--- config.mk ---
export PLATFORM = sky130hd
export DESIGN_NAME = srsi_ram
export DESIGN_NICKNAME = d
export VERILOG_FILES = /design/src/rtl/srsi_ram.sv
export SDC_FILE = /design/constraint.sdc
export NUM_CORES = 1
export LEC_CHECK = 0
export ABC_AREA = 1
export BUFFER_PORTS_ARGS = -buffer_cell sky130_fd_sc_hd__buf_2
export CORE_MARGIN = 2
export CORE_UTILIZATION = 38
export CTS_BUF_LIST = sky130_fd_sc_hd__clkbuf_16
export DETAILED_ROUTE_END_ITERATION = 16
export HOLD_SLACK_MARGIN = 0.03
export PLACE_DENSITY = 0.63
export SLEW_MARGIN = 40
export SYNTH_ARGS = -nofsm -noshare
export SYNTH_HDL_FRONTEND = slang
export SYNTH_SLANG_ARGS = --single-unit
--- constraint.sdc ---
create_clock -name clk -period 2 [get_ports clk]
set_input_delay 0.3 -clock clk [delete_from_list [all_inputs] [get_ports clk]]
set_output_delay 0.3 -clock clk [all_outputs]
set_load 0.005 [all_outputs]
--- src/rtl/srsi_ram.sv ---
// ----------------------------------------------------------------------------
// srsi_ram: simple dual-port RAM
// One write port and one read port, read data registered.
// ----------------------------------------------------------------------------
module srsi_ram #(
  parameter int DATA_BITS = 8,
  parameter int ADDR_BITS = 4
) (
  input  logic                 clk,
  input  logic                 we,
  input  logic [ADDR_BITS-1:0] waddr,
  input  logic [DATA_BITS-1:0] wdata,
  input  logic [ADDR_BITS-1:0] raddr,
  output logic [DATA_BITS-1:0] rdata
);

  logic [DATA_BITS-1:0] mem [2**ADDR_BITS];

  always_ff @(posedge clk) begin
    if (we) begin
      mem[waddr] <= wdata;
    end
  end

  always_ff @(posedge clk) begin
    rdata <= mem[raddr];
  end

endmodule

==> flow_summary_export.csv <==
group,metric,value,unit
logic_synthesis,synth_cell_types,12,
route,wirelength,13100,um
placed_design,postPlaceCellArea,6120,um^2
global_routing,grt_usage,17.2,%
placed_design,hpwlAfterDp,8070,um
logic_synthesis,syn_nets,569,
placed_design,pre_cts_ws,0.481,ns
setup_path,worstPathArrival,0.90,ns
timing,max-slew-margin-rel,57.5,%
die,die_h,127,um
route,via_per_inst,4.82,
global_routing,grt_pass1_wl,20600,um
finish,fillers,1370,
timing,fin_skew,0.00675,ns
timing,worst_pin_slew,0.635,ns
timing,hold_viol,0,
die,std_cell_rows,45,
route,drcViolationCount,0,
timing,slew_viol_final,0,
global_routing,grt_pass1_vias,3809,
route,first_pass_iters,5,
setup_path,crit_family,"flip-flops",
hold_path,hold_class,"in -> reg",
route,drtAntennaViolNets,0,
finish,area_growth,15.2,%
route,drtIter0Drc,285,
pwr,p_per_area,955,nW/um^2
finish,final_cell_mix,"nand2_1 (173), edfxtp_1 (128), inv_1 (104)",
finish,diodes,0,
global_routing,grt_max_degree,65,
timing,setup-violations-final,0,
finish,layout.nets,607,
pwr,ir_worst_vdd,0.502,mV
route,wire_per_inst,16.6,um
run_status,outcome,"finished, final reports clean",
die,ioPinCount,26,
finish,design_area,6640,um^2
logic_synthesis,synth-seq-cells,136,
logic_synthesis,syn-instance-count,551,
logic_synthesis,ys_warn_count,0,
finish,multi_input_area,1210,um^2
clock_network,postCtsHoldBufs,0,
setup_path,cp_slowest_cell,"dfxtp_1",
die,core-area,15000,um^2
clock_network,clock_latency,0.41,ns
setup_path,max_stage_delay,0.37,ns
timing,fin_crit,1.20,ns
job,drv_cap,0,
clock_network,clockBufferDepth,2,
logic_synthesis,yosysSeqAreaShare,69.4,%
setup_path,crit_buf_inv,1,
timing,min_period_over_period,60.1,%
clock_network,cts_root_buf,"clkbuf_16",
pwr,p_total,6340,uW
hold_path,hold_start,"raddr[3]",
timing,fmax,831,MHz
clock_network,cts_tree,"built",
die,die_area,16200,um^2
global_routing,antenna_found_initial,0,
clock_network,cts_resized,0,
setup_path,worstPathRequired,1.70,ns
finish,layout_commonest_cell,"nand2_1",
timing,tns,0,ns
finish,regArea,4000,um^2
timing,rsz0062_at_grt,"no",
placed_design,io_buffers,25,
setup_path,worstSetupEndpointType,"output port",
clock_network,cts.htree.levels,4,
logic_synthesis,avgSynthCellArea,10.5,um^2
setup_path,reg2reg_from,"mem[2][2]",
setup_path,critPathLaunch,"rdata[1]",
clock_network,cts_sinks,136,
die,die_w,127,um
setup_path,path_cells,"buf_2",
finish,drive_above_1_share,11.8,%
clock_network,path_clk_slew,0.05,ns
timing,setup_ws,0.797,ns
clock_network,cts_buffers,17,
route,vias,3809,
clock_network,post_cts_buffers,0,
global_routing,grt_overflow,0,
setup_path,crit_fanout,1,
setup_path,crit_type,"reg -> out",
pwr,p_leak,0.00289,uW
logic_synthesis,syn-cell-area,5770,um^2
setup_path,cp-start-kind,"flip-flop",
die,initial_utilization,38.4,%
placed_design,finalWeightedCongestion,0.825,
-- stage by stage --
stage | hold WS [ns] | utilization (%) | cells
after global routing | 0.251 | 44.2 | 790
final | 0.246 | 44.2 | 790
after detailed placement | 0.652 | 40.7 | 758
after global placement | 0.657 | 40.7 | 758
after floorplan | 0.399 | - | 551
after CTS | 0.229 | 44.2 | 790
-- kinds of logic (layout without fill, tap and decap cells) --
family | after synthesis | in the layout | synth area share [%]
AND/OR/NAND/NOR | 289 | 289 | 21.0
flip-flops | 136 | 136 | 69.4
buffers and inverters | 126 | 177 | 9.52
-- final timing paths --
kind	to	cells past startpoint	slack, ns
hold reg to reg	rdata[2]	6	0.66
hold / removal	rdata[7]	3	0.25
setup reg to reg	rdata[2]	6	0.97
setup / recovery	rdata[1]	1	0.80
-- state kept, by name, summed over array words and instances (netlist names) --
register  count
mem         128
rdata         8
-- routing by layer --
metal	vias to the layer above	part of all wire, %	GRT usage (%)
li1	1846	-	-
met1	1799	45	23.0
met2	138	46	26.8
met3	26	6.1	3.77
met4	0	2.8	8.47
met5	-	0	0
-- worst register-to-register path, cell delays in order, from the launching register on --
cell      delay [ns]
edfxtp_1        0.37
inv_1           0.07
nand2_1         0.06
nand3_1         0.10
nand3_1         0.09
nand3_1         0.15
nand2_1         0.07
-- Yosys cell counts --
library cell / number / area (um^2)
buf_1: 1 / 3.75
buf_2: 13 / 65.1
buf_4: 4 / 30.0
buf_6: 6 / 67.6
dfxtp_1: 8 / 160
edfxtp_1: 128 / 3840
inv_1: 100 / 375
inv_2: 2 / 7.51
nand2_1: 173 / 649
nand3_1: 97 / 485
nand3b_1: 2 / 15.0
nor2_1: 17 / 63.8
-- where the power goes --
part	switching, uW	total (uW)	leakage (uW)	internal (uW)
clock	1090	2750	0.000272	1660
sequential	23.4	3210	0.00122	3190
combinational	270	383	0.00140	113
total	1380	6340	0.00289	4960
-- final cells by class --
| type | count | share of cell area [%] |
|---|---|---|
| clock buffers | 17 | 6.40 |
| repair buffers | 43 | 4.29 |
| flip-flops and latches | 136 | 60.3 |
| clock inverters | 15 | 1.47 |
| inverters | 102 | 5.76 |
| well taps | 188 | 3.54 |
| multi-input cells | 289 | 18.3 |
Note: power is estimated with default switching activity, not from simulation.
